--- config.mk ---
export PLATFORM = sky130hd
export DESIGN_NAME = mf3_front
export DESIGN_NICKNAME = d
export VERILOG_FILES = /design/src/rtl/mf3_pkg.sv /design/src/rtl/mf3_front.sv
export SDC_FILE = /design/constraint.sdc
export NUM_CORES = 1
export LEC_CHECK = 0
export BUFFER_PORTS_ARGS = -buffer_cell sky130_fd_sc_hd__buf_2
export CORE_MARGIN = 2
export CORE_UTILIZATION = 40
export CTS_BUF_LIST = sky130_fd_sc_hd__clkbuf_2
export CTS_CLUSTER_SIZE = 8
export DETAILED_ROUTE_END_ITERATION = 6
export SLEW_MARGIN = 10
export SYNTH_ARGS = -nofsm -noshare
export SYNTH_HDL_FRONTEND = slang
export SYNTH_SLANG_ARGS = --single-unit
--- constraint.sdc ---
create_clock -name i_clk -period 6 [get_ports i_clk]
set_input_delay 1.2 -clock i_clk [delete_from_list [all_inputs] [get_ports i_clk]]
set_output_delay 1.2 -clock i_clk [all_outputs]
set_load 0.01 [all_outputs]
--- src/rtl/mf3_pkg.sv ---
// ----------------------------------------------------------------------------
// mf3_pkg
// shared types and constants of the 3x3 median filter with edge replication
// ----------------------------------------------------------------------------
package mf3_pkg;

    localparam int PIX_W       = 8;
    localparam int CFG_DW      = 11;
    localparam int CFG_IDX_W   = 2;
    localparam int WIN_SIZE    = 9;
    localparam int QUEUE_DEPTH = 4;

    // configuration register indexes
    localparam logic [CFG_IDX_W-1:0] CFG_IDX_FRAME_WIDTH  = 2'd0;
    localparam logic [CFG_IDX_W-1:0] CFG_IDX_FRAME_HEIGHT = 2'd1;

    // item kinds
    localparam logic KIND_PIXEL = 1'b0;
    localparam logic KIND_DRAIN = 1'b1;

    typedef logic [PIX_W-1:0] t_pix;

    // nine window values handed to the median sorter
    typedef logic [WIN_SIZE-1:0][PIX_W-1:0] t_win9;

    // classified item, passed from the front to the back
    typedef struct packed {
        logic row0;      // first row: whole column replicates the pixel
        logic row1;      // second row: top replicates the middle line
        logic draining;  // past the last row: bottom replicates the middle line
        logic shift;     // new column enters the window
        logic write;     // line stores take this column
        logic emit;      // item yields a result
        logic pre;       // result is the right edge of the previous row
        logic left_dup;  // left column replicates its neighbour
        logic last;      // result ends the frame
    } t_op;

endpackage

--- src/rtl/mf3_front.sv ---
// ----------------------------------------------------------------------------
// mf3_front
// accepts items, tracks input and output positions, classifies each item
// ----------------------------------------------------------------------------
module mf3_front #(
    parameter int MAX_WIDTH  = 1024,
    parameter int MAX_HEIGHT = 1024
) (
    input  logic                                i_clk,
    input  logic                                i_rst_n,
    input  logic                                i_cfg_valid,
    input  logic [mf3_pkg::CFG_IDX_W-1:0]       i_cfg_index,
    input  logic [mf3_pkg::CFG_DW-1:0]          i_cfg_data,
    input  logic                                i_valid,
    input  logic                                i_kind,
    input  mf3_pkg::t_pix                       i_pixel,
    input  logic                                i_full,
    output logic                                o_ready,
    output logic                                o_push,
    output mf3_pkg::t_op                        o_op,
    output logic [$clog2(MAX_WIDTH)-1:0]        o_col,
    output mf3_pkg::t_pix                       o_pixel
);

    localparam int AW = $clog2(MAX_WIDTH);
    localparam int CW = $clog2(MAX_WIDTH + 1);
    localparam int HW = $clog2(MAX_HEIGHT + 1);
    localparam int RW = $clog2(MAX_HEIGHT + 2);
    localparam int W_RST = (512 > MAX_WIDTH) ? MAX_WIDTH : 512;
    localparam int H_RST = (512 > MAX_HEIGHT) ? MAX_HEIGHT : 512;

    logic [CW-1:0] r_w, n_w;
    logic [HW-1:0] r_h, n_h;
    logic [CW-1:0] r_in_col, n_in_col;
    logic [RW-1:0] r_in_row, n_in_row;
    logic [CW-1:0] r_out_col, n_out_col;
    logic [RW-1:0] r_out_row, n_out_row;

    logic          accept, draining, drop, due, at_end, cfg_hit;
    mf3_pkg::t_op op;

    // clamp of register writes to the supported range
    always_comb begin
        n_w = r_w;
        n_h = r_h;
        cfg_hit = 1'b0;
        if (i_cfg_valid && i_cfg_index == mf3_pkg::CFG_IDX_FRAME_WIDTH) begin
            cfg_hit = 1'b1;
            if (i_cfg_data == '0) begin
                n_w = CW'(1);
            end else if (32'(i_cfg_data) > 32'(MAX_WIDTH)) begin
                n_w = CW'(MAX_WIDTH);
            end else begin
                n_w = CW'(i_cfg_data);
            end
        end
        if (i_cfg_valid && i_cfg_index == mf3_pkg::CFG_IDX_FRAME_HEIGHT) begin
            cfg_hit = 1'b1;
            if (i_cfg_data == '0) begin
                n_h = HW'(1);
            end else if (32'(i_cfg_data) > 32'(MAX_HEIGHT)) begin
                n_h = HW'(MAX_HEIGHT);
            end else begin
                n_h = HW'(i_cfg_data);
            end
        end
    end

    always_comb begin
        accept   = i_valid && o_ready;
        draining = r_in_row >= RW'(r_h);
        drop     = !draining && (i_kind == mf3_pkg::KIND_DRAIN);
        due      = (r_in_row >= RW'(2)) || (r_in_row == RW'(1) && r_in_col != '0);
        at_end   = (r_out_row >= RW'(r_h - 1'b1)) && (r_out_col >= r_w - 1'b1);

        op.row0     = r_in_row == '0;
        op.row1     = r_in_row == RW'(1);
        op.draining = draining;
        op.emit     = due;
        op.pre      = due && r_in_col == '0;
        op.last     = due && at_end;
        op.shift    = !(op.pre && op.last);
        op.write    = op.shift && !draining;
        op.left_dup = op.pre ? (r_w == CW'(1)) : (r_in_col == CW'(1));

        n_in_col  = r_in_col;
        n_in_row  = r_in_row;
        n_out_col = r_out_col;
        n_out_row = r_out_row;
        if (accept && !drop) begin
            if (op.last) begin
                n_in_col  = '0;
                n_in_row  = '0;
                n_out_col = '0;
                n_out_row = '0;
            end else begin
                if (op.emit) begin
                    if (r_out_col + 1'b1 >= r_w) begin
                        n_out_col = '0;
                        n_out_row = r_out_row + 1'b1;
                    end else begin
                        n_out_col = r_out_col + 1'b1;
                    end
                end
                if (r_in_col + 1'b1 >= r_w) begin
                    n_in_col = '0;
                    n_in_row = r_in_row + 1'b1;
                end else begin
                    n_in_col = r_in_col + 1'b1;
                end
            end
        end
        // a register write restarts the frame
        if (cfg_hit) begin
            n_in_col  = '0;
            n_in_row  = '0;
            n_out_col = '0;
            n_out_row = '0;
        end
    end

    always_ff @(posedge i_clk) begin
        if (!i_rst_n) begin
            r_w       <= CW'(W_RST);
            r_h       <= HW'(H_RST);
            r_in_col  <= '0;
            r_in_row  <= '0;
            r_out_col <= '0;
            r_out_row <= '0;
        end else begin
            r_w       <= n_w;
            r_h       <= n_h;
            r_in_col  <= n_in_col;
            r_in_row  <= n_in_row;
            r_out_col <= n_out_col;
            r_out_row <= n_out_row;
        end
    end

    assign o_ready = !i_full;
    assign o_push  = accept && !drop;
    assign o_op    = op;
    assign o_col   = r_in_col[AW-1:0];
    assign o_pixel = i_pixel;

endmodule

==> results.sh <==
export IMPL_outcome="finished, final reports clean"
export IMPL_syn_avg_cell_area_sq_um=8.210
export IMPL_yosysMostFrequentCell="nand2_1"
export IMPL_cts_resized=0
export IMPL_vias=4547
export IMPL_yosysSeqAreaShare=0.2518
export IMPL_fin_setup_tns_ps=0
export IMPL_peakVddDrop_v=0.00009297
export IMPL_fin_util=0.4308
export IMPL_drt_total_wl_microns=12880
export IMPL_syn_cell_area_sq_um=5246
export IMPL_max_freq_mhz=217.3
export IMPL_fin_crit_sh=0.7670
export IMPL_die_area_sq_um=14050
export IMPL_worstMarginPinSlew_ps=954.4
export IMPL_p_int_uw=537.9
export IMPL_die_y_microns=118.5
export IMPL_swShare=0.3066
export IMPL_wl_per_cell_microns=15.63
export IMPL_drt_iter0_drc=232
export IMPL_finalMaxSlewViolations=0
export IMPL_period_needed_ps=4602
export IMPL_vias_per_cell=5.518
export IMPL_crit_arrival_ps=3400
export IMPL_drive_gt1_frac=0.1121
export IMPL_portBuffers=39
export IMPL_setup_violations=0
export IMPL_required_ps=4800
export IMPL_crit_type="reg -> out"
export IMPL_cellLeakagePower_nw=2.245
export IMPL_fin_skew_ps=27.54
export IMPL_end_kind="primary output"
export IMPL_rows=41
export IMPL_post_cts_buffers=0
export IMPL_syn_inst=639
export IMPL_cts_tree="built"
export IMPL_ys_top_cells_by_count="nand2_1, ha_1, dfxtp_1, inv_1, nand3_1"
export IMPL_place_inst=809
export IMPL_grt_pass1_wl_microns=20840
export IMPL_grt_pass1_vias=4254
export IMPL_place_area_sq_um=5406
export IMPL_cts_htree_levels=3
export IMPL_power_uw=775.8
export IMPL_reg2reg_slack_ps=1960
export IMPL_yosysTopAreaCell="dfxtp_1"
export IMPL_relSlewSlack=0.3614
export IMPL_path_max_fanout=5
export IMPL_synth_main_ff_cell="dfxtp_1"
export IMPL_startpoint_type="register"
export IMPL_fin_nets=742
export IMPL_start_util=0.4124
export IMPL_p_per_area_nw_per_um2=141.6
export IMPL_grt_antenna_before_repair=1
export IMPL_clkPwrFrac=0.270
export IMPL_async_flop_share=0
export IMPL_ys_top_cells_by_area="dfxtp_1, ha_1, nand2_1"
export IMPL_pin_count=56
export IMPL_core_area_sq_um=12720
export IMPL_synth_fp_nets=733
export IMPL_hold_buffers=0
export IMPL_place_hpwl_microns=10240
export IMPL_fin_area_sq_um=5480
export IMPL_drc=0
export IMPL_yosys_register_bits=66
export IMPL_combPwrFrac=0.151
export IMPL_seq_power_share=0.578
export IMPL_stdcell_count=824
export IMPL_ys_warn_count=0
export IMPL_switchingPower_uw=237.9
export IMPL_gr_usage_all_layers=0.1826
export IMPL_n_fill_cell=1354
export IMPL_ff2ff_path_depth=12
export IMPL_gp_congestion=0.8362
export IMPL_cts_buffer_depth=2
export IMPL_synth_cell_type_count=65
export IMPL_overflow=0
export IMPL_hold_viol=0
export IMPL_hold_path_class="reg -> reg"
export IMPL_cts_root_buf="clkbuf_2"
export IMPL_path_clk_slew_ps=170
export IMPL_drv_cap=0
export IMPL_rsz0062_at_grt="false"
export IMPL_cts_sinks=66
export IMPL_min_path_cells=2
export IMPL_drtPass1Iterations=4
export IMPL_ant_nets=0
export IMPL_cts_buffers=9
export IMPL_yosysTopAreaCellShare=0.2518
export IMPL_syn2layout_area_growth_pct=4.460
export IMPL_grt_start_max_net_pins=25
export IMPL_synth_edff_count=0
export IMPL_die_x_microns=118.5
export IMPL_insertion_delay_ps=520
-- cell usage in the layout (no fill, tap or decap), types with 5 or more instances in the layout --
cell type,Yosys,final
mux2i_1,6,6
o211ai_1,9,9
a21o_1,5,5
nor2b_1,16,16
o21ai_1,10,9
o21ai_0,8,8
clkbuf_2,0,10
nand3_1,35,35
ha_1,67,67
nand4_1,15,15
a32oi_1,7,7
xnor2_1,24,24
a21oi_1,21,21
xor2_1,21,21
nor4_1,7,7
inv_1,36,36
nand2b_1,7,7
nor2_1,33,33
and2_1,6,6
nor3_1,7,7
nand2_1,87,87
and3_1,13,13
a21boi_0,20,20
dfxtp_1,66,66
buf_2,8,39
o31ai_1,10,10
-- state kept, by name (all words and copies together), names as in the netlist --
signal / count
r_w: 11
r_in_row: 11
r_out_row: 11
r_in_col: 11
r_h: 11
r_out_col: 11
-- metal layers --
metal / track usage / part of all wire / vias up
met5: 0 / 0 / -
li1: - / - / 2287
met1: 0.2536 / 0.51 / 2154
met3: 0.03378 / 0.034 / 15
met4: 0.04390 / 0.0097 / 0
met2: 0.2917 / 0.45 / 91
-- area by class of cell --
type	instances	area [sq um]	share of cell area
diodes	1	2.502	0.0004566
clock buffers	10	50.05	0.009132
clock inverters	4	21.27	0.003881
inverters	37	138.9	0.02534
multi-input cells	494	3528	0.6438
flip-flops and latches	66	1321	0.2411
well taps	172	215.2	0.03927
repair buffers	40	202.7	0.03699
-- logic make-up (layout without fill, tap and decap cells) --
group           Yosys count  in the layout  share of synthesized area
mux                       6              6                    0.01145
simple gates            253            253                     0.2507
fa+ha+maj                67             67                     0.1598
buf+inv                  79             91                    0.07632
flops                    66             66                     0.2518
xor+xnor                 45             45                    0.07513
other cells               0              1                          0
compound gates          123            123                     0.1748
-- through the flow --
stage | hold WS, ps | setup WS [ps]
detailed placement | 460.0 | 1995
global route | 530.8 | 1013
floorplan | 443.5 | 2317
global placement | 455.4 | 2120
CTS | 480.7 | 1409
finish | 476.7 | 1398
-- worst max-delay path, cell delays in order, from the launching register on --
cell	delay [ps]
dfxtp_1	380
nor4_1	580
nand2_1	160
nor4_1	250
xnor2_1	180
ha_1	280
a211oi_1	250
o21ai_0	120
a31oi_1	280
a221oi_2	150
a21oi_1	140
buf_2	140
-- power by group through the flow --
stage / Clock [mW] / Combinational (mW) / Sequential, mW
after floorplan: 0 / 0.0915 / 0.456
after global placement: 0 / 0.113 / 0.457
after detailed placement: 0 / 0.117 / 0.458
after CTS: 0.216 / 0.117 / 0.449
after global routing: 0.238 / 0.130 / 0.450
final: 0.210 / 0.117 / 0.449
-- worst paths after layout --
| path | start | endpoint |
|---|---|---|
| setup / recovery | r_h[2] | o_op[4] |
| setup reg to reg | r_h[2] | r_in_row[4] |
| hold reg to reg | r_h[10] | r_h[10] |
| hold / removal | r_h[10] | r_h[10] |
(Power assumes the default switching activity.)
