===== config.mk =====
export PLATFORM = sky130hd
export DESIGN_NAME = mf3_fifo
export DESIGN_NICKNAME = d
export VERILOG_FILES = /design/src/rtl/mf3_fifo.sv
export SDC_FILE = /design/constraint.sdc
export NUM_CORES = 1
export LEC_CHECK = 0
export ABC_AREA = 1
export BUFFER_PORTS_ARGS = -buffer_cell sky130_fd_sc_hd__buf_2
export CORE_ASPECT_RATIO = 1.2
export CORE_MARGIN = 2
export CORE_UTILIZATION = 40
export DETAILED_ROUTE_END_ITERATION = 10
export GPL_TIMING_DRIVEN = 0
export HOLD_SLACK_MARGIN = 0.05
export PLACE_DENSITY = 0.65
export SLEW_MARGIN = 25
export SYNTH_ARGS = -nofsm -noshare
export SYNTH_HDL_FRONTEND = slang
export SYNTH_SLANG_ARGS = --single-unit
export TNS_END_PERCENT = 10

===== constraint.sdc =====
create_clock -name i_clk -period 2.8 [get_ports i_clk]
set_input_delay 0.14 -clock i_clk [delete_from_list [all_inputs] [get_ports i_clk]]
set_output_delay 0.14 -clock i_clk [all_outputs]
set_load 0.005 [all_outputs]

===== src/rtl/mf3_fifo.sv =====
// ----------------------------------------------------------------------------
// mf3_fifo
// short queue of classified items between the front and the back
// ----------------------------------------------------------------------------
module mf3_fifo #(
    parameter int DATA_W = 8,
    parameter int DEPTH  = 4
) (
    input  logic              i_clk,
    input  logic              i_rst_n,
    input  logic              i_push,
    input  logic [DATA_W-1:0] i_data,
    input  logic              i_pop,
    output logic [DATA_W-1:0] o_data,
    output logic              o_full,
    output logic              o_empty
);

    localparam int PW = $clog2(DEPTH);
    localparam int NW = $clog2(DEPTH + 1);

    logic [DATA_W-1:0] r_mem [DEPTH];
    logic [PW-1:0]     r_wr_ptr, n_wr_ptr;
    logic [PW-1:0]     r_rd_ptr, n_rd_ptr;
    logic [NW-1:0]     r_count, n_count;

    always_comb begin
        n_wr_ptr = r_wr_ptr;
        n_rd_ptr = r_rd_ptr;
        n_count  = r_count;
        if (i_push) begin
            n_wr_ptr = (r_wr_ptr == PW'(DEPTH - 1)) ? '0 : r_wr_ptr + 1'b1;
        end
        if (i_pop) begin
            n_rd_ptr = (r_rd_ptr == PW'(DEPTH - 1)) ? '0 : r_rd_ptr + 1'b1;
        end
        if (i_push && !i_pop) begin
            n_count = r_count + 1'b1;
        end else if (!i_push && i_pop) begin
            n_count = r_count - 1'b1;
        end
    end

    always_ff @(posedge i_clk) begin
        if (!i_rst_n) begin
            r_wr_ptr <= '0;
            r_rd_ptr <= '0;
            r_count  <= '0;
        end else begin
            r_wr_ptr <= n_wr_ptr;
            r_rd_ptr <= n_rd_ptr;
            r_count  <= n_count;
        end
    end

    always_ff @(posedge i_clk) begin
        if (i_push) begin
            r_mem[r_wr_ptr] <= i_data;
        end
    end

    assign o_data  = r_mem[r_rd_ptr];
    assign o_full  = r_count == NW'(DEPTH);
    assign o_empty = r_count == '0;

endmodule


==> results of run 1 <==
cell type report:
cell class / count / area [µm²]
tap: 54 / 67.6
clock inverter: 3 / 17.5
clock buffer: 5 / 68.8
buffer: 2 / 22.5
inverter: 16 / 60.1
sequential: 41 / 1140
multi-input combinational: 76 / 428
timing repair buffer: 21 / 105
fill: 381 / 2030
registers in the layout, indices dropped and copies added, names as in the netlist, named ones only:
| register | cells |
|---|---|
| r_mem | 32 |
| r_wr_ptr | 2 |
| r_count | 3 |
| r_rd_ptr | 2 |
cells in the mapped netlist:
cell type	instances
inv_2	1
dfxtp_1	9
edfxtp_1	32
nand4_1	1
nor2_2	2
o22ai_1	8
nor3_1	4
o21ai_2	2
buf_6	2
o21ai_0	15
ha_1	6
nor2_1	22
inv_1	15
o21ai_1	2
nand3_1	1
xor2_1	1
nand2_1	8
fa_1	1
a21oi_1	3
worst register-to-register path, cell delays in order, from the launching register on:
cell and delay, ns:
dfxtp_1 0.40, ha_1 0.19, nand2_1 0.06, inv_1 0.30
kinds of logic after synthesis:
logic type / Yosys count
compound gates: 30
fa+ha+maj: 7
flops: 41
buf+inv: 18
simple gates: 38
xor+xnor: 1
per-stage QoR:
step | hold WS (ns) | cells | power, W
after floorplan | 0.239 | 135 | 0.000809
after global placement | 0.354 | 210 | 0.000863
after detailed placement | 0.358 | 210 | 0.000876
after CTS | 0.0529 | 218 | 0.00124
after global routing | 0.0585 | 218 | 0.00128
final | 0.0596 | 218 | 0.00123
final timing paths:
kind,to,slack [ns],depth (start not counted)
min reg2reg,r_wr_ptr[1]$_SDFFE_PN0P_,0.53,2
max,o_data[3],1.24,5
max reg2reg,r_mem[3][7]$_DFFE_PP_,1.51,3
min,r_mem[3][5]$_DFFE_PP_,0.06,1
power by group:
part           switching (W)  internal (W)
sequential         0.0000225      0.000690
combinational      0.0000860     0.0000609
clock               0.000196      0.000172
routing by layer:
| layer | up-vias | GRT usage |
|---|---|---|
| li1 | 528 | - |
| met4 | 0 | 0.0519 |
| met5 | - | 0 |
| met2 | 22 | 0.266 |
| met1 | 514 | 0.153 |
| met3 | 5 | 0.0454 |
==> results.md, run 1 <==
* Vias per cell at 4.90
* Main combinational cell family by area after synthesis: compound AO/OA/AOI/OAI gates
* Slew @ Worst Pin at 0.389 ns
* Clock sink count at 41
* Synth top area cells: edfxtp_1 (58%), dfxtp_1 (11%), nor2_1 (5.0%)
* Final Skew at 0.0112 ns
* Total CTS buffers at 5
* Layout area overhead at 15.7%
* WP data arrival at 1.42 ns
* Power per cell area at 643 nW/µm²
* Final worst-path cycle share at 0.556
* Remaining global-route overflow at 0
* Multiplexer share of the synthesized area at 0
* Initial antenna violation count at 0
* Area fraction in compound gates after synthesis at 0.102
* Endpoints failing hold at 0
* Metal-1 WL at 1280 µm
* Total number of vias at 1069
* Worst slew margin at 0.740
* Post-synth top area cell: edfxtp_1
* Min-delay worst type: in2reg
* Post-route DRC at 0
* Crit end category: output pin
* Fin area at 1910 µm²
* Die footprint at 4660 µm²
* TritonCTS clock tree: built
* Post-CTS sizing at 0
* Synth Area in Adders at 0.0576
* Core Box Area at 3940 µm²
* Routed WL at 3070 µm
* Largest net degree at the start of global routing at 14
* Post-synth top area share at 0.582
* Setup TNS at 0 ns
* Unrepaired setup endpoints after global routing: no
* DR WL met2 at 1590 µm
* Endpoints failing setup at 0
* Worst path slowest cell: dfxtp_1
* CP top delay family: flip-flops
* First-pass GRT wire length at 4970 µm
* Register area share after synthesis at 0.691
* # port buffers at 21
* Crit-path cells: inv_2 -> buf_6 -> nor2_1 -> o22ai_1 -> buf_2
* CTS Buffer Depth at 2
* Hold path startpoint: i_data[5]
* Drt first pass iters at 4
* Clock transition at the registers of the reported paths at 0.08 ns
* Final setup margin at 1.24 ns
* Minimum clock period at 1.56 ns
* Nets at 182
* Most frequent cells in the layout: edfxtp_1 (32), nor2_1 (22), buf_2 (21)
* Post-place setup slack at 1.34 ns
* Worst reg2reg path startpoint: r_wr_ptr[0]$_SDFFE_PN0P_
* GPL Wtd Cong at 0.778
* Rows at 25
* Simple logic cell fraction of the synthesized area at 0.0947
* Number of global-route vias before repair at 1066
* Gr usage total at 0.143
* Antenna cells at 0
* CP Launch Type: flip-flop
* # IOs at 22
* XOR/XNOR Fraction of Synth Area at 0.00530
* Final Util at 0.485
* Hold_buf cts at 0
* Clock root buffer master: clkbuf_8
* Distinct cells, synth at 19
* Critical path type: reg2out
* Post-CTS setup buffers at 0
* Leak at 0.768 nW
* Most common cell after layout, fill and taps aside: edfxtp_1
* Chip height at 74.4 µm
* Placed cell areas at 1820 µm²
* Synth Warn # at 0
* Synthesized instance count at 135
* Initial Utilization at 0.419
* Outcome: finished clean
* Fmax achieved at 642 MHz
* Met3 routed WL at 144 µm
* Share of cells above drive strength 1 at 0.213
* H-tree levels at 2
* Worst Path Required at 2.66 ns
* Routed Antenna Nets at 0
* Max VDD drop at 0.253 mV
* Max Slew Vio Count at 0
* Synthesized area at 1650 µm²
* Routed len/inst at 14.1 µm
* #FFs+latches synth at 41
* CP max stage delay at 0.50 ns
* Buf+Inv Stages, Crit Path at 3
* DR iter-0 viols at 50
* Avg Cell Area, Syn at 12.2 µm²
* Die Wd at 62.7 µm
* Detailed Place HPWL at 2140 µm
* Clock Latency Late Sink at 0.29 ns
* Top sig layer: met4
* Mapped Nets at 154
* Worst Path Max Fanout at 10
* Max Cap Viol at 0
Note: power is estimated with default switching activity, not from simulation.
==> inputs of run 2 (changes only) <==
==> constraint.sdc (replaced) <==
create_clock -name i_clk -period 1.5 [get_ports i_clk]
set_input_delay 0.075 -clock i_clk [delete_from_list [all_inputs] [get_ports i_clk]]
set_output_delay 0.075 -clock i_clk [all_outputs]
set_load 0.005 [all_outputs]
==> run 2 against run 1 <==
Against the previous run:
- design area is 5.3% higher
- clock skew shrank 0.0023 ns
- sequential share of layout area shrank 2.8 points
- global-route usage is 0.23 points higher
- critical path type unchanged
- clock power grew 85%
- flip-flop and latch count unchanged
- highest routed layer unchanged
- register-to-register slack lost 1.3 ns
- die area is the same
- total power increased by 88%
- wire length is 2.0% higher
==> results.md, run 2 (synthesized netlist as in run 1, its figures left out) <==
* R2r setup slk at 0.21 ns (-1.30 ns)
* TritonCTS clock tree: built
* Setup TNS at 0 ns (unchanged)
* Detailed Place HPWL at 2140 µm (unchanged)
* Die footprint at 4660 µm² (unchanged)
* Worst Path Required at 1.42 ns (-1.24 ns)
* Worst Path Max Fanout at 10 (unchanged)
* Routed len/inst at 13.8 µm (-2.0%)
* Drt first pass iters at 4 (unchanged)
* # IOs at 22 (unchanged)
* Die Wd at 62.7 µm (unchanged)
* Clock Latency Late Sink at 0.29 ns (about the same)
* H-tree levels at 2 (unchanged)
* Largest net degree at the start of global routing at 14 (unchanged)
* Final Util at 0.510 (+0.0257)
* Final worst-path cycle share at 0.917
* Routed WL at 3130 µm (+2.0%)
* Unrepaired setup endpoints after global routing: no
* CP top delay family: buffers and inverters
* Critical path type: reg2out
* Endpoints failing setup at 0 (unchanged)
* Nets at 191 (+4.9%)
* Power per cell area at 1150 nW/µm² (+79%)
* Post-route DRC at 0 (unchanged)
* Placed Cells at 210 (unchanged)
* GPL Wtd Cong at 0.778 (unchanged)
* Max Slew Vio Count at 0 (unchanged)
* Buf+Inv Stages, Crit Path at 3 (unchanged)
* Min-delay worst type: in2reg
* First-pass GRT wire length at 5050 µm (+1.7%)
* Initial antenna violation count at 0 (unchanged)
* Max reg flops at 32 (unchanged)
* Non-filler instance count after layout at 227 (+4.1%)
* Outcome: finished clean
* Clock transition at the registers of the reported paths at 0.07 ns (about the same)
* Crit end category: output pin
* Total CTS buffers at 5 (unchanged)
* Clock sink count at 41 (unchanged)
* Initial Utilization at 0.419 (unchanged)
* Chip height at 74.4 µm (unchanged)
* DR iter-0 viols at 52 (+4.0%)
* Clock root buffer master: clkbuf_8
* Number of global-route vias before repair at 1098 (+3.0%)
* Post-CTS setup buffers at 0 (unchanged)
* Layout area overhead at 21.8%
* Top reg by flops: r_mem
* Crit-path cells: inv_4 -> buf_6 -> nor2_1 -> o22ai_1 -> buf_2
* Regs by FF count: r_mem x32, r_count x3
* Worst slew margin at 0.738 (-0.00216)
* # port buffers at 21 (unchanged)
* CTS Buffer Depth at 2 (unchanged)
* WP data arrival at 1.30 ns (-0.12 ns)
* Total number of vias at 1101 (+3.0%)
* Gr usage total at 0.145 (+0.00233)
* Max Cap Viol at 0 (unchanged)
* Minimum clock period at 1.38 ns
* Most frequent cells in the layout: edfxtp_1 (32), nor2_1 (22), buf_2 (21)
* Fmax achieved at 727 MHz
* Core Box Area at 3940 µm² (unchanged)
* Max VDD drop at 0.473 mV (+87%)
* Share of cells above drive strength 1 at 0.220 (+0.00624)
* Routed Antenna Nets at 0 (unchanged)
* Worst path slowest cell: dfxtp_2
* Leak at 0.805 nW (+4.8%)
* CP Launch Type: flip-flop
* Rows at 25 (unchanged)
* Vias per cell at 4.85 (-1.1%)
* Slew @ Worst Pin at 0.392 ns (+0.00323 ns)
* Endpoints failing hold at 0 (unchanged)
* Antenna cells at 0 (unchanged)
* Final Skew at 0.00888 ns (-0.00234 ns)
* CP max stage delay at 0.38 ns (-0.12 ns)
* Most common cell after layout, fill and taps aside: edfxtp_1
* Remaining global-route overflow at 0 (unchanged)
-- run 2: worst min-delay path: cells and delay by family --
family,cells,cell delay [ns]
AND/OR/NAND/NOR,1,0.11
buffers and inverters,1,0.09
AO/OA/AOI/OAI,1,0.09
-- run 2: stage by stage --
stage               worst slack (ns)  power, W  cell area (µm²)  hold WS [ns]
floorplan                      0.352   0.00151             1650         0.174
global placement               0.197   0.00161             1820         0.289
detailed placement             0.101   0.00163             1820         0.293
CTS                          0.00497   0.00234             2000         0.121
global route                  0.0282   0.00242             2010         0.141
finish                         0.125   0.00231             2010         0.133
-- run 2: layer usage --
layer | up-vias | global-route usage | part of all wire
met5 | - | 0 | 0
met2 | 24 | 0.272 | 0.53
li1 | 548 | - | -
met1 | 523 | 0.157 | 0.42
met3 | 6 | 0.0424 | 0.038
met4 | 0 | 0.0519 | 0.015
-- run 2: power by group --
part	switching, W	internal [W]	total (W)
sequential	0.0000442	0.00129	0.00133
combinational	0.000165	0.000130	0.000295
clock	0.000361	0.000321	0.000682
total	0.000570	0.00174	0.00231
-- run 2: path summary, 6_finish.rpt --
path	to	cells past startpoint	start
worst max-delay path	o_data[3]	5	flip-flop
worst min-delay path	r_rd_ptr[1]$_SDFFE_PN0P_	3	i_pop
worst max register to register	r_mem[3][7]$_DFFE_PP_	3	r_wr_ptr[0]$_SDFFE_PN0P_
worst min register to register	r_wr_ptr[1]$_SDFFE_PN0P_	2	r_wr_ptr[1]$_SDFFE_PN0P_
-- run 2: layout make-up --
| type | instances | area (µm²) |
|---|---|---|
| plain buffers | 2 | 22.5 |
| clock buffers | 5 | 68.8 |
| clock inverters | 3 | 17.5 |
| fillers | 370 | 1930 |
| inverters | 16 | 66.3 |
| multi-input cells | 76 | 428 |
| flip-flops and latches | 41 | 1150 |
| well taps | 54 | 67.6 |
| repair buffers | 30 | 195 |
-- run 2: timing repair --
action                     in CTS  in global routing
hold buffers                    9                  0
cloned                          0                  0
setup endpoints to repair       7                  8
resized for setup               1                  4
hold endpoints to repair       33                  0
==> inputs of run 3 (changes only) <==
--- a/config.mk
+++ b/config.mk
@@ -7,7 +7,6 @@
 export LEC_CHECK = 0
 export ABC_AREA = 1
 export BUFFER_PORTS_ARGS = -buffer_cell sky130_fd_sc_hd__buf_2
-export CORE_ASPECT_RATIO = 1.2
 export CORE_MARGIN = 2
 export CORE_UTILIZATION = 40
 export DETAILED_ROUTE_END_ITERATION = 10
==> run 3 against run 2 <==
Against the previous run:
- wire length fell by 0.51%
- highest routed layer unchanged
- total power rose by 0.37%
- clock power up 2%
- first-iteration DRC count up 100%
- global-route usage increased by 0.98 points
- largest cell class unchanged
- combinational power hardly changed
- critical path depth unchanged
- largest power group unchanged
- hold slack worse by 0.059 ns
- count of clock-buffer cells in the layout unchanged
- die area barely moved
- register-to-register slack worse by 0.02 ns
==> results.md, run 3 (synthesized netlist as in run 1, its figures left out) <==
* Crit-path cells: inv_4 -> buf_6 -> nor2_2 -> o22ai_1 -> buf_2
* CP max stage delay at 0.39 ns (about the same)
* Most frequent cells in the layout: edfxtp_1 (32), nor2_1 (22), buf_2 (21)
* Final Skew at 0.0106 ns (+0.00167 ns)
* Non-filler instance count after layout at 223 (-1.8%)
* Number of global-route vias before repair at 1091 (-0.64%)
* Final worst-path cycle share at 0.926 (+0.00869)
* Max Slew Vio Count at 0 (unchanged)
* Remaining global-route overflow at 0 (unchanged)
* Share of cells above drive strength 1 at 0.225 (+0.00578)
* Max reg flops at 32 (unchanged)
* Clock transition at the registers of the reported paths at 0.08 ns (about the same)
* Setup TNS at 0 ns (unchanged)
* Crit end category: output pin
* Fillcell total at 342 (-7.6%)
* Routed WL at 3110 µm (-0.51%)
* Clock Latency Late Sink at 0.30 ns (about the same)
* Die footprint at 4660 µm² (about the same)
* Post-CTS setup buffers at 0 (unchanged)
* DR iter-0 viols at 104 (+100%)
* GPL Wtd Cong at 0.698 (-10%)
* Antenna cells at 0 (unchanged)
* # port buffers at 21 (unchanged)
* Total CTS buffers at 5 (unchanged)
* Power per cell area at 1160 nW/µm² (+0.94%)
* Total number of vias at 1083 (-1.6%)
* Endpoints failing hold at 0 (unchanged)
* Worst Path Max Fanout at 10 (unchanged)
* Most common cell after layout, fill and taps aside: edfxtp_1
* Drt first pass iters at 4 (unchanged)
* Vias per cell at 4.86 (+0.13%)
* CP top delay family: buffers and inverters
* Reg2reg path depth at 3 (unchanged)
* Placed Cells at 206 (-1.9%)
* TritonCTS clock tree: built
* Fin area at 2000 µm² (-0.56%)
* Reg-to-Reg End: r_mem[3][3]$_DFFE_PP_
* Detailed Place HPWL at 2170 µm (+1.2%)
* Min-delay worst type: in2reg
* Fmax achieved at 720 MHz (-0.94%)
* Nets at 191 (unchanged)
* Routed Antenna Nets at 0 (unchanged)
* Worst Path Required at 1.42 ns (about the same)
* Clock root buffer master: clkbuf_8
* Minimum clock period at 1.39 ns (+0.0130 ns)
* H-tree levels at 2 (unchanged)
* Worst path slowest cell: dfxtp_2
* Placed cell areas at 1820 µm² (-0.27%)
* Hold path depth at 3 (unchanged)
* Unrepaired setup endpoints after global routing: no
* Outcome: finished clean
* R2r setup slk at 0.19 ns (-0.02 ns)
* CP Launch Type: flip-flop
* Tot Pwr at 0.00232 W (+0.37%)
* Layout area overhead at 21.1%
* Top reg by flops: r_mem
* Core Box Area at 4000 µm² (+1.5%)
* First-pass GRT wire length at 4840 µm (-4.1%)
* Max VDD drop at 0.709 mV (+50%)
* Post-route DRC at 0 (unchanged)
* CTS Buffer Depth at 2 (unchanged)
* Worst slew margin at 0.741 (+0.00298)
* Endpoints failing setup at 0 (unchanged)
* Critical path type: reg2out
* Hold path startpoint: i_pop
* Slew @ Worst Pin at 0.388 ns (-0.00447 ns)
* Regs by FF count: r_mem x32, r_count x3
* WP data arrival at 1.31 ns (about the same)
* Largest net degree at the start of global routing at 14 (unchanged)
* Final Util at 0.500 (-0.0103)
* Worst reg2reg path startpoint: r_wr_ptr[0]$_SDFFE_PN0P_
* Leak at 0.805 nW (about the same)
* Chip height at 68.3 µm (-8.2%)
* # IOs at 22 (unchanged)
* Rows at 23 (-8.0%)
* Buf+Inv Stages, Crit Path at 3 (unchanged)
* Gr usage total at 0.155 (+0.00984)
* Routed len/inst at 14.0 µm (+1.3%)
* Die Wd at 68.3 µm (+8.9%)
* Clock sink count at 41 (unchanged)
* Max Cap Viol at 0 (unchanged)
* Worst hold endpoint: r_rd_ptr[1]$_SDFFE_PN0P_
* Initial Utilization at 0.413 (-0.00616)
* Initial antenna violation count at 0 (unchanged)
-- run 3: metal layers --
layer	wire length (µm)	share of wire	global-route usage	up-vias
met3	132	0.042	0.0395	7
li1	-	-	-	542
met5	0	0	0	-
met1	1270	0.41	0.164	510
met2	1620	0.52	0.268	24
met4	87	0.028	0.105	0
-- run 3: where the power goes --
part / switching (W) / leakage, nW / internal (W)
registers: 0.0000435 / 0.369 / 0.00129
clock network: 0.000373 / 0.0439 / 0.000320
logic: 0.000162 / 0.392 / 0.000130
total: 0.000579 / 0.805 / 0.00174
-- run 3: what timing repair did --
| item | 4_1_cts | 5_1_grt |
|---|---|---|
| resized for setup | 2 | 2 |
| hold buffers | 9 | 0 |
| gates cloned | 0 | 0 |
| setup endpoints to repair | 8 | 4 |
| hold endpoints to repair | 33 | 0 |
-- run 3: area by class of cell --
type	instances	area (µm²)	share of cell area
repair buffers	30	195	0.0976
multi-input cells	76	428	0.214
clock buffers	5	68.8	0.0344
plain buffers	2	22.5	0.0113
clock inverters	3	17.5	0.00876
flip-flops and latches	41	1140	0.572
well taps	50	62.6	0.0313
inverters	16	62.6	0.0313
-- run 3: how the worst max path moves through the flow --
stage / startpoint / endpoint / slack [ns] / depth (start not counted)
floorplan: r_count[0]$_SDFFE_PN0P_ / r_count[2]$_SDFFE_PN0P_ / 0.35 / 7
global placement: i_pop / r_count[2]$_SDFFE_PN0P_ / 0.20 / 11
detailed placement: i_pop / r_count[2]$_SDFFE_PN0P_ / 0.14 / 11
CTS: flip-flop / o_data[0] / 0.04 / 5
global route: flip-flop / o_data[5] / 0.02 / 5
finish: flip-flop / o_data[0] / 0.11 / 5
-- run 3: worst register-to-register path: stages (launching register included) --
cell and delay (ns):
dfxtp_1 0.41, ha_1 0.19, nand2_1 0.06, inv_1 0.30
-- run 3: stage by stage --
step / hold WS, ns / worst slack (ns)
floorplan: 0.174 / 0.352
global placement: 0.292 / 0.205
detailed placement: 0.298 / 0.144
CTS: 0.0717 / 0.0399
global route: 0.111 / 0.0159
finish: 0.0736 / 0.112
